$ cat src/rtl/core/dtcw_pkg.sv
// Package for the date and time check block: shared constants, types and
// calendar lookup functions. Used by every module under rtl/core.
// No dependencies.
package dtcw_pkg;

  // Field widths of the request and result ports.
  localparam int unsigned SmallW = 7;
  localparam int unsigned YearW  = 14;
  localparam int unsigned DoyW   = 9;
  localparam int unsigned WdayW  = 3;
  localparam int unsigned SpanW  = 7;

  // Accepted ranges.
  localparam logic [SmallW-1:0] HourLimit = 7'd24;
  localparam logic [SmallW-1:0] MinLimit  = 7'd60;
  localparam logic [YearW-1:0]  FirstYear = 14'd2007;
  localparam logic [YearW-1:0]  LastYear  = 14'd2099;
  localparam logic [DoyW-1:0]   MaxDoy    = 9'd366;
  localparam logic [WdayW-1:0]  MaxWday   = 3'd6;

  // Month numbers that need a special case.
  localparam logic [3:0] MonthJan = 4'd1;
  localparam logic [3:0] MonthFeb = 4'd2;
  localparam logic [3:0] MonthDec = 4'd12;

  // Check result handed from the check stage to the weekday logic.
  typedef struct packed {
    logic             ok;
    logic [DoyW-1:0]  doy;
    logic [SpanW-1:0] span;
  } dtcw_chk_t;

  // Days in a common year before the first of the given month.
  function automatic logic [DoyW-1:0] days_before(input logic [3:0] month);
    logic [DoyW-1:0] d;
    case (month)
      4'd1:    d = 9'd0;
      4'd2:    d = 9'd31;
      4'd3:    d = 9'd59;
      4'd4:    d = 9'd90;
      4'd5:    d = 9'd120;
      4'd6:    d = 9'd151;
      4'd7:    d = 9'd181;
      4'd8:    d = 9'd212;
      4'd9:    d = 9'd243;
      4'd10:   d = 9'd273;
      4'd11:   d = 9'd304;
      4'd12:   d = 9'd334;
      default: d = 9'd0;
    endcase
    return d;
  endfunction

  // Length of the given month in a common year.
  function automatic logic [4:0] month_len(input logic [3:0] month);
    logic [4:0] l;
    case (month)
      4'd2:    l = 5'd28;
      4'd4:    l = 5'd30;
      4'd6:    l = 5'd30;
      4'd9:    l = 5'd30;
      4'd11:   l = 5'd30;
      4'd1:    l = 5'd31;
      4'd3:    l = 5'd31;
      4'd5:    l = 5'd31;
      4'd7:    l = 5'd31;
      4'd8:    l = 5'd31;
      4'd10:   l = 5'd31;
      4'd12:   l = 5'd31;
      default: l = 5'd0;
    endcase
    return l;
  endfunction

  // Remainder by seven: since 8 is 1 mod 7, octal digits are summed twice
  // and one final subtract settles the value.
  function automatic logic [WdayW-1:0] mod7(input logic [DoyW-1:0] x);
    logic [4:0] f1;
    logic [3:0] f2;
    f1 = {2'b00, x[8:6]} + {2'b00, x[5:3]} + {2'b00, x[2:0]};
    f2 = {2'b00, f1[4:3]} + {1'b0, f1[2:0]};
    if (f2 >= 4'd7) begin
      f2 = f2 - 4'd7;
    end
    return f2[2:0];
  endfunction

endpackage

$ cat src/rtl/core/dtcw_check.sv
// Range check of all time and date fields plus the day of year.
// Depends on dtcw_pkg.
module dtcw_check (
  input  logic [dtcw_pkg::SmallW-1:0] hour_i,
  input  logic [dtcw_pkg::SmallW-1:0] minute_i,
  input  logic [dtcw_pkg::SmallW-1:0] second_i,
  input  logic [dtcw_pkg::YearW-1:0]  year_i,
  input  logic [dtcw_pkg::SmallW-1:0] month_i,
  input  logic [dtcw_pkg::SmallW-1:0] day_i,
  output dtcw_pkg::dtcw_chk_t         chk_o
);

  logic                        leap;
  logic [3:0]                  mon;
  logic [4:0]                  mlen;
  logic                        time_ok;
  logic                        year_ok;
  logic                        month_ok;
  logic                        day_ok;
  logic [dtcw_pkg::YearW-1:0]  span_full;

  // Leap years in the allowed span are exactly the multiples of four.
  assign leap = (year_i[1:0] == 2'b00);
  assign mon  = month_i[3:0];

  // Field range checks.
  always_comb begin
    time_ok  = (hour_i < dtcw_pkg::HourLimit) && (minute_i < dtcw_pkg::MinLimit) &&
               (second_i < dtcw_pkg::MinLimit);
    year_ok  = year_i inside {[dtcw_pkg::FirstYear:dtcw_pkg::LastYear]};
    month_ok = month_i inside {[7'd1:7'd12]};
    mlen     = dtcw_pkg::month_len(mon);
    if ((mon == dtcw_pkg::MonthFeb) && leap) begin
      mlen = 5'd29;
    end
    day_ok   = (day_i != 7'd0) && (day_i <= {2'b00, mlen});
  end

  // Day of year and year offset; only meaningful when the check passes.
  always_comb begin
    span_full  = year_i - dtcw_pkg::FirstYear;
    chk_o.ok   = time_ok && year_ok && month_ok && day_ok;
    chk_o.span = span_full[dtcw_pkg::SpanW-1:0];
    chk_o.doy  = dtcw_pkg::days_before(mon) + {2'b00, day_i} +
                 {8'd0, (leap && (mon > dtcw_pkg::MonthFeb))};
  end

endmodule

$ cat src/rtl/core/dtcw_weekday.sv
// Weekday from the year offset and day of year, Monday 1 January 2007 = 0.
// Depends on dtcw_pkg.
module dtcw_weekday (
  input  dtcw_pkg::dtcw_chk_t         chk_i,
  output logic [dtcw_pkg::WdayW-1:0]  weekday_o
);

  logic [dtcw_pkg::SpanW-1:0] leap_full;
  logic [4:0]                 leap_cnt;
  logic [dtcw_pkg::DoyW-1:0]  days;

  // A common year shifts the weekday by one; leap days since 2007 are
  // (span + 2) / 4 because 2006 leaves a remainder of two.
  always_comb begin
    leap_full = (chk_i.span + 7'd2) >> 2;
    leap_cnt  = leap_full[4:0];
    days      = {2'b00, chk_i.span} + {4'd0, leap_cnt} + chk_i.doy - 9'd1;
    weekday_o = dtcw_pkg::mod7(days);
  end

endmodule

$ cat src/rtl/core/date_time_check_and_weekday.sv
// Top level of the date and time check: request register, check and weekday
// logic, result register. Depends on dtcw_pkg, dtcw_check and dtcw_weekday.
//
// Usage:
//   A request is taken at a rising clock edge where start_i is high and
//   busy_o is low. busy_o stays low, so one request may be issued every cycle.
//   Each request yields exactly one result, shown for one cycle with done_o
//   high: status_o is 0 when all fields are in range, and then day_of_year_o
//   (1..366) and weekday_o (0 Monday .. 6 Sunday) are valid; otherwise
//   status_o is 1 and both are 0.
//   The request is registered, then the check, day of year and weekday logic
//   feeds the result register. Throughput is one request per cycle; the path
//   between the two registers is a table lookup, a 9-bit add chain and a
//   mod-7 fold.
//   The receiver has no way to hold results off; each result is present for
//   exactly the one cycle it is strobed.
//   Reset clears the request and result strobes, so no result appears until
//   a request has been taken after reset.
module date_time_check_and_weekday (
  input  logic                        clk_i,
  input  logic                        rst_ni,
  input  logic                        start_i,
  output logic                        busy_o,
  input  logic [dtcw_pkg::SmallW-1:0] hour_i,
  input  logic [dtcw_pkg::SmallW-1:0] minute_i,
  input  logic [dtcw_pkg::SmallW-1:0] second_i,
  input  logic [dtcw_pkg::YearW-1:0]  year_i,
  input  logic [dtcw_pkg::SmallW-1:0] month_i,
  input  logic [dtcw_pkg::SmallW-1:0] day_i,
  output logic                        done_o,
  output logic                        status_o,
  output logic [dtcw_pkg::DoyW-1:0]   day_of_year_o,
  output logic [dtcw_pkg::WdayW-1:0]  weekday_o
);

  logic                        req_valid_q;
  logic [dtcw_pkg::SmallW-1:0] hour_q;
  logic [dtcw_pkg::SmallW-1:0] minute_q;
  logic [dtcw_pkg::SmallW-1:0] second_q;
  logic [dtcw_pkg::YearW-1:0]  year_q;
  logic [dtcw_pkg::SmallW-1:0] month_q;
  logic [dtcw_pkg::SmallW-1:0] day_q;

  dtcw_pkg::dtcw_chk_t         chk;
  logic [dtcw_pkg::WdayW-1:0]  wday;

  logic                        done_q;
  logic                        status_q;
  logic                        status_d;
  logic [dtcw_pkg::DoyW-1:0]   doy_q;
  logic [dtcw_pkg::DoyW-1:0]   doy_d;
  logic [dtcw_pkg::WdayW-1:0]  wday_q;
  logic [dtcw_pkg::WdayW-1:0]  wday_d;
  logic                        accept;

  // The pipeline never stalls, so a request is always taken.
  assign busy_o = 1'b0;
  assign accept = start_i && !busy_o;

  // Strobes of the request and result registers.
  always_ff @(posedge clk_i or negedge rst_ni) begin
    if (!rst_ni) begin
      req_valid_q <= 1'b0;
      done_q      <= 1'b0;
    end else begin
      req_valid_q <= accept;
      done_q      <= req_valid_q;
    end
  end

  // Request payload register.
  always_ff @(posedge clk_i) begin
    if (accept) begin
      hour_q   <= hour_i;
      minute_q <= minute_i;
      second_q <= second_i;
      year_q   <= year_i;
      month_q  <= month_i;
      day_q    <= day_i;
    end
  end

  dtcw_check u_check (
    .hour_i   (hour_q),
    .minute_i (minute_q),
    .second_i (second_q),
    .year_i   (year_q),
    .month_i  (month_q),
    .day_i    (day_q),
    .chk_o    (chk)
  );

  dtcw_weekday u_weekday (
    .chk_i     (chk),
    .weekday_o (wday)
  );

  // Failed requests report zero for both result values.
  always_comb begin
    status_d = !chk.ok;
    doy_d    = chk.ok ? chk.doy : '0;
    wday_d   = chk.ok ? wday : '0;
  end

  // Result payload register.
  always_ff @(posedge clk_i) begin
    if (req_valid_q) begin
      status_q <= status_d;
      doy_q    <= doy_d;
      wday_q   <= wday_d;
    end
  end

  assign done_o        = done_q;
  assign status_o      = status_q;
  assign day_of_year_o = doy_q;
  assign weekday_o     = wday_q;

  // Every accepted request produces a result through the request and result registers.
  a_req_to_result: assert property (@(posedge clk_i) disable iff (!rst_ni)
    accept |=> ##1 done_o)
    else $error("accepted request produced no result");

  // No result without a request held in the request register.
  a_no_spurious: assert property (@(posedge clk_i) disable iff (!rst_ni)
    done_o |-> $past(req_valid_q))
    else $error("result strobe without request");

  // A passing date has a day of year in 1..366 and a weekday in 0..6.
  a_valid_range: assert property (@(posedge clk_i) disable iff (!rst_ni)
    (done_o && !status_o) |-> ((day_of_year_o != '0) &&
      (day_of_year_o <= dtcw_pkg::MaxDoy) && (weekday_o <= dtcw_pkg::MaxWday)))
    else $error("valid result out of range");

  // A failing date reports zero values.
  a_fail_zero: assert property (@(posedge clk_i) disable iff (!rst_ni)
    (done_o && status_o) |-> ((day_of_year_o == '0) && (weekday_o == '0)))
    else $error("failed result carries nonzero values");

endmodule

$ cat config.mk
export PLATFORM = sky130hd
export DESIGN_NAME = date_time_check_and_weekday
export DESIGN_NICKNAME = d
export VERILOG_FILES = /design/src/rtl/core/dtcw_pkg.sv /design/src/rtl/core/dtcw_check.sv /design/src/rtl/core/dtcw_weekday.sv /design/src/rtl/core/date_time_check_and_weekday.sv
export SDC_FILE = /design/constraint.sdc
export NUM_CORES = 1
export LEC_CHECK = 0
export ABC_AREA = 1
export CAP_MARGIN = 30
export CORE_MARGIN = 2
export CORE_UTILIZATION = 45
export CTS_CLUSTER_DIAMETER = 150
export DETAILED_ROUTE_END_ITERATION = 6
export DONT_BUFFER_PORTS = 1
export PLACE_DENSITY_LB_ADDON = 0.08
export SLEW_MARGIN = 15
export SYNTH_ARGS = -nofsm -noshare
export SYNTH_HDL_FRONTEND = slang
export SYNTH_SLANG_ARGS = --single-unit
$ cat constraint.sdc
create_clock -name clk_i -period 8.1 [get_ports clk_i]
set_input_delay 0.405 -clock clk_i [delete_from_list [all_inputs] [get_ports clk_i]]
set_output_delay 0.405 -clock clk_i [all_outputs]
set_load 0.02 [all_outputs]
==> results of run 1 <==
## layer usage
layer / share of wire [%] / global-route usage, % / vias to the layer above
met1: 47 / 19.7 / 1231
met2: 46 / 25.6 / 68
li1: - / - / 1436
met4: 1.7 / 5.37 / 2
met3: 4.9 / 4.85 / 14
met5: 0.23 / 0 / -
## final cells by class
type                            count  area [um2]  area share [%]
Clock buffer                       11         153            3.36
Clock inverter                      5        38.8           0.855
Inverter                           68         255            5.63
Multi-Input combinational cell    283        1990            44.0
Sequential cell                    69        1940            42.8
Tap cell                          111         139            3.06
Timing Repair Buffer                2        15.0           0.331
## worst register-to-register path: cells and delay by family (launching register included)
family	cells	cell delay, ps
AOI/OAI and AO/OA	5	740
xor gates and xnor gates	4	640
adders and majority gates	11	3550
buffers and inverters	5	310
DFF	1	420
and+or+nand+nor	9	700
## through the flow
stage,setup WS (ps),instances,util (%),hold slack (ps)
after floorplan,2010,423,-,109
after global placement,1560,531,47.3,109
after detailed placement,1480,531,47.3,109
after CTS,1440,548,49.5,86.6
after global routing,920,549,49.6,74.3
final,1500,549,49.6,106
## final timing paths
path | startpoint | to | depth (start not counted)
max | year_q[0] | weekday_o[1] | 34
min | start_i | req_valid_q | 0
max reg2reg | year_q[0] | weekday_o[1] | 34
min reg2reg | req_valid_q | done_o | 0
max in group asynchronous | rst_ni | req_valid_q | 1
min in group asynchronous | rst_ni | done_o | 1
## cell usage in the layout (no fill, tap or decap), types with 5 or more instances in the layout
cell type   n
inv_1      67
nand3_1    26
nand2_2     5
o21ai_0    14
ha_1       51
xor2_1     13
fa_1        7
nor2_1     19
clkbuf_8    9
nand2_1    71
nand4_1     5
a21oi_1    20
dfxtp_1    12
xnor2_1    11
edfxtp_1   55
nor2_2     10
## repair_timing
action                                  in CTS  in global routing
endpoints found under the setup margin       0                  0
hold buffers                                 1                  0
endpoints found under the hold margin        2                  0
## logic make-up after synthesis
family                     count (synthesis)
buffers and inverters                     71
other                                      1
xor gates and xnor gates                  25
DFF                                       69
adders and majority gates                 58
and+or+nand+nor                          149
AOI/OAI and AO/OA                         50
==> results.yml, run 1 <==
synthesis:
  synthAdderAreaFrac_pct: 18.5
  synth_compound_gate_area_share_pct: 7.09
  ys_warn_count: 0
  synth_xor_area_share_pct: 5.37
  synthSimpleGateAreaFrac_pct: 16.3
  synth_area_leaders: "edfxtp_1 39%, ha_1 15%, nand2_1 6.3%, inv_1 6.0%, dfxtp_1 5.7%"
  async_flop_share_pct: 2.90
  synth_ff_type: "edfxtp_1"
  synth_top_family_by_area: "adder cells"
  synth_mux_area_share_pct: 0
  syn-cell-area_um2: 4220
  yosysUniqueCellTypes: 38
  synth_top_area_share_pct: 39.2
  synth_fp_nets: 533
  avgSynthCellArea_um2: 9.97
  synth_edf_count: 55
  ys_ff_latch: 69
  yosysMostFrequentCell: "nand2_1"
  seq_area_frac_synth_pct: 46.1
  synth_commonest_cells: "71 x nand2_1, 67 x inv_1, 55 x edfxtp_1"
  netlist_instances: 423
  yosysTopAreaCell: "edfxtp_1"
clock_tree:
  htreeDepth: 3
  numCtsBuffers: 9
  clock_sinks: 69
  clk_pin_slew_worst_paths_ps: 80
  clk_path_buf_depth: 2
  clock_latency_ps: 340
  ctsRootBufferMaster: "clkbuf_8"
  post_cts_buffers: 0
  post_cts_resized: 0
  tritoncts: "yes"
sta:
  setup_viol: 0
  fin_crit_ps: 6600
  slew_headroom_pct: 58.9
  tightestPinTransition_ps: 610
  tns_ps: 0
  hold_violations: 0
  fin_crit_sh_pct: 81.4
  clock_skew_ps: 11.0
  rsz0062_at_grt: "no"
  clock.fmax_ghz: 0.152
  report.final.slew_viol_count: 0
setup_path:
  critPathBufInv: 5
  crit_path_end_kind: "flop"
  crit_required_ps: 8180
  r2r_setup_slack_ps: 1500
  critPathTopFamily: "adder cells"
  crit_type: "flop to flop"
  slowest_stage: "fa_1"
  start_kind: "flop"
  worstPathArrival_ps: 6680
  critPathMostFrequentCell: "ha_1"
  slowest_delay_ps: 530
  crit_fanout: 5
floorplan:
  rows: 35
  core_um2: 9150
  pin_count: 67
  dieWidth_um: 101
  die_area_um2: 10200
  start_util_pct: 46.1
  die_y_um: 101
placed_design:
  dp_hpwl_um: 5680
  place.gp.congestion: 0.832
  post_dp_cell_area_um2: 4330
  numPortBuffers: 0
final_layout:
  n_antenna_cell: 0
  fill_cells: 829
  fin_nets: 543
  fin_area_um2: 4540
  final_layout_size_suffix_gt1_share_pct: 9.13
  area_growth_pct: 7.63
routing:
  post_drt_wl_per_cell_um: 12.9
  wl_um: 7060
  first_pass_iters: 4
  vias_per_cell: 5.01
  num_vias: 2751
  drc: 0
  final_antenna_net_count: 0
  initialDrtViolationCount: 102
global_route:
  grt_pass1_vias: 2794
  grt_overflow: 0
  antenna_found_initial: 1
  grt_max_degree: 52
  grt_pass1_wl_um: 12300
  grt_usage_pct: 15.7
worst_hold_path:
  hold_path_class: "primary input to flop"
run:
  max_cap_violations: 0
status:
  status: "finished clean"
Power of run 1 is left out: the tool's default activity adds up to more than one toggle a clock period on the data nets, which glitch-free logic cannot reach.
==> inputs of run 2 (changes only) <==
--- a/config.mk
+++ b/config.mk
@@ -5,7 +5,7 @@
 export SDC_FILE = /design/constraint.sdc
 export NUM_CORES = 1
 export LEC_CHECK = 0
-export ABC_AREA = 1
+export ABC_AREA = 0
 export CAP_MARGIN = 30
 export CORE_MARGIN = 2
 export CORE_UTILIZATION = 45
==> constraint.sdc (replaced) <==
create_clock -name clk_i -period 5.4 [get_ports clk_i]
set_input_delay 0.27 -clock clk_i [delete_from_list [all_inputs] [get_ports clk_i]]
set_output_delay 0.27 -clock clk_i [all_outputs]
set_load 0.02 [all_outputs]
==> run 2 against run 1 <==
Net effect:
- the flow now finishes with violations (negative setup slack)
- critical path depth is 2 lower
- worst setup slack lost 2700 ps
- fmax up 0.13%
- worst hold slack got worse by 83 ps
- clock skew increased by 0.95 ps
- register-to-register slack lost 2700 ps
- sequential cell count unchanged
- routed wire length increased by 30%
- sequential share of layout area down 9.5 points
- global-route usage grew 3.3 points
- first-iteration DRC count fell by 2.9%
- largest cell class unchanged
- highest routed layer is now met4
==> results.yml, run 2 <==
status:
  status: "finished, violations left"
  violations: "negative setup slack"
final_layout:
  final_common_cell: "buf_4"
  n_antenna_cell: 0
  final_cell_mix: "88 x buf_4, 55 x edfxtp_1, 38 x dlygate4sd3_1"
  multi_input_area_um2: 2370
  fin_nets: 607
  area_growth_pct: 42.4
  final_layout_size_suffix_gt1_share_pct: 34.3
  regArea_um2: 1940
  fill_cells: 669
floorplan:
  rows: 34
  dieWidth_um: 99.4
  die_y_um: 99.4
  pin_count: 67
  die_area_um2: 9890
  start_util_pct: 46.8
  core_um2: 8760
sta:
  setup_viol: 3
  tightestPinTransition_ps: 749
  rsz0062_at_grt: "yes"
  hold_violations: 0
  setup_ws_ps: -1190
  report.final.slew_viol_count: 0
  hold_ws_ps: 22.7
  clock_skew_ps: 12.0
  slew_headroom_pct: 48.7
  fin_crit_ps: 6590
  clock.fmax_ghz: 0.152
  fin_crit_sh_pct: 122
  tns_ps: -3290
clock_tree:
  htreeDepth: 3
  clk_path_buf_depth: 2
  clock_latency_ps: 350
  numCtsBuffers: 9
  clock_sinks: 69
  clk_pin_slew_worst_paths_ps: 90
  tritoncts: "yes"
  ctsRootBufferMaster: "clkbuf_8"
global_route:
  grt_usage_pct: 19.0
  grt_max_degree: 49
  antenna_found_initial: 0
  grt_overflow: 0
  grt_pass1_vias: 3029
  grt_pass1_wl_um: 14500
synthesis:
  yosysMostFrequentCell: "edfxtp_1"
  synthSimpleGateAreaFrac_pct: 10.0
  yosysUniqueCellTypes: 44
  async_flop_share_pct: 2.90
  synth_mux_area_share_pct: 1.50
  synth_xor_area_share_pct: 6.84
  synthAdderAreaFrac_pct: 19.0
  ys_ff_latch: 69
  syn-cell-area_um2: 4100
  synth_top_area_share_pct: 40.3
  synth_commonest_cells: "55 x edfxtp_1, 51 x ha_1, 33 x inv_1"
  ys_warn_count: 0
  synth_ff_type: "edfxtp_1"
  synth_compound_gate_area_share_pct: 11.5
  netlist_instances: 361
  seq_area_frac_synth_pct: 47.4
  avgSynthCellArea_um2: 11.4
  synth_top_family_by_area: "adder cells"
  yosysTopAreaCell: "edfxtp_1"
  synth_edf_count: 55
  synth_area_leaders: "edfxtp_1 40%, ha_1 16%, dfxtp_1 5.9%, xor2_1 3.8%, fa_1 3.4%"
  synth_fp_nets: 471
routing:
  num_vias: 3134
  first_pass_iters: 4
  final_antenna_net_count: 0
  wl_um: 9210
  initialDrtViolationCount: 99
  vias_per_cell: 5.14
  drc: 0
  post_drt_wl_per_cell_um: 15.1
setup_path:
  crit_path_end_kind: "flop"
  crit_fanout: 3
  slowest_delay_ps: 540
  r2r_setup_slack_ps: -1190
  reg2reg_depth: 32
  slowest_stage: "fa_1"
  rr_startpoint: "year_q[2]"
  crit_type: "flop to flop"
  worstPathArrival_ps: 6770
  start_kind: "flop"
  crit_required_ps: 5580
  rr_endpoint: "weekday_o[1]"
worst_hold_path:
  hold_start: "year_i[1]"
  hold_path_class: "primary input to flop"
  hold_depth: 0
  holdPathEnd: "year_q[1]"
placed_design:
  place.gp.congestion: 0.856
  dp_hpwl_um: 6300
  numPortBuffers: 0
run:
  max_cap_violations: 0
run 2: critical path, delay by kind of cell (launching register included):
family	cells	cell delay [ps]
compound gates	10	1530
xor+xnor	5	730
fa+ha+maj	8	2610
buf+inv	7	700
flops	1	500
simple gates	2	320
run 2: timing repair:
item | in CTS | in global routing
resized for setup | 29 | 36
pin swaps | 19 | 49
setup buffers | 7 | 9
endpoints found under the setup margin | 3 | 3
endpoints found under the hold margin | 32 | 20
hold buffers | 31 | 7
run 2: routing by layer:
metal	up-vias	share of wire, %	global-route usage, %
li1	1578	-	-
met1	1489	44	24.1
met2	60	52	32.7
met3	7	2.9	4.50
met4	0	1.5	5.06
met5	-	0	0
run 2: logic make-up (layout without fill, tap and decap cells):
group / Yosys count / in the layout
compound gates: 76 / 76
xor+xnor: 32 / 32
fa+ha+maj: 58 / 58
buf+inv: 37 / 178
flops: 69 / 69
mux: 6 / 6
other cells: 1 / 1
simple gates: 82 / 82
run 2: layout make-up:
| class | count | area share, % |
|---|---|---|
| well taps | 108 | 2.32 |
| flip-flops and latches | 69 | 33.3 |
| inverters | 33 | 2.12 |
| repair buffers | 129 | 18.4 |
| clock inverters | 7 | 1.07 |
| multi-input cells | 255 | 40.6 |
| clock buffers | 9 | 2.12 |
run 2: metrics by stage:
stage / setup slack [ps] / instance area [um2] / std cells / util [%]
detailed placement: -1370 / 4820 / 540 / 55.0
floorplan: -897 / 4150 / 361 / -
CTS: -1160 / 5490 / 594 / 62.7
global placement: -1220 / 4820 / 540 / 55.0
global route: -1550 / 5830 / 610 / 66.6
finish: -1190 / 5830 / 610 / 66.6
run 2: worst max path at each step:
stage	startpoint	endpoint	slack, ps	depth (start not counted)
3_3_place_gp	year_q[0]	weekday_o[1]	-1220	34
3_5_place_dp	year_q[0]	weekday_o[1]	-1370	34
4_1_cts	year_q[0]	weekday_o[1]	-1160	32
2_1_floorplan	year_q[1]	weekday_o[1]	-900	31
5_1_grt	year_q[2]	weekday_o[1]	-1550	33
6_report	year_q[2]	weekday_o[1]	-1190	32
Power of run 2 is left out for the same reason.
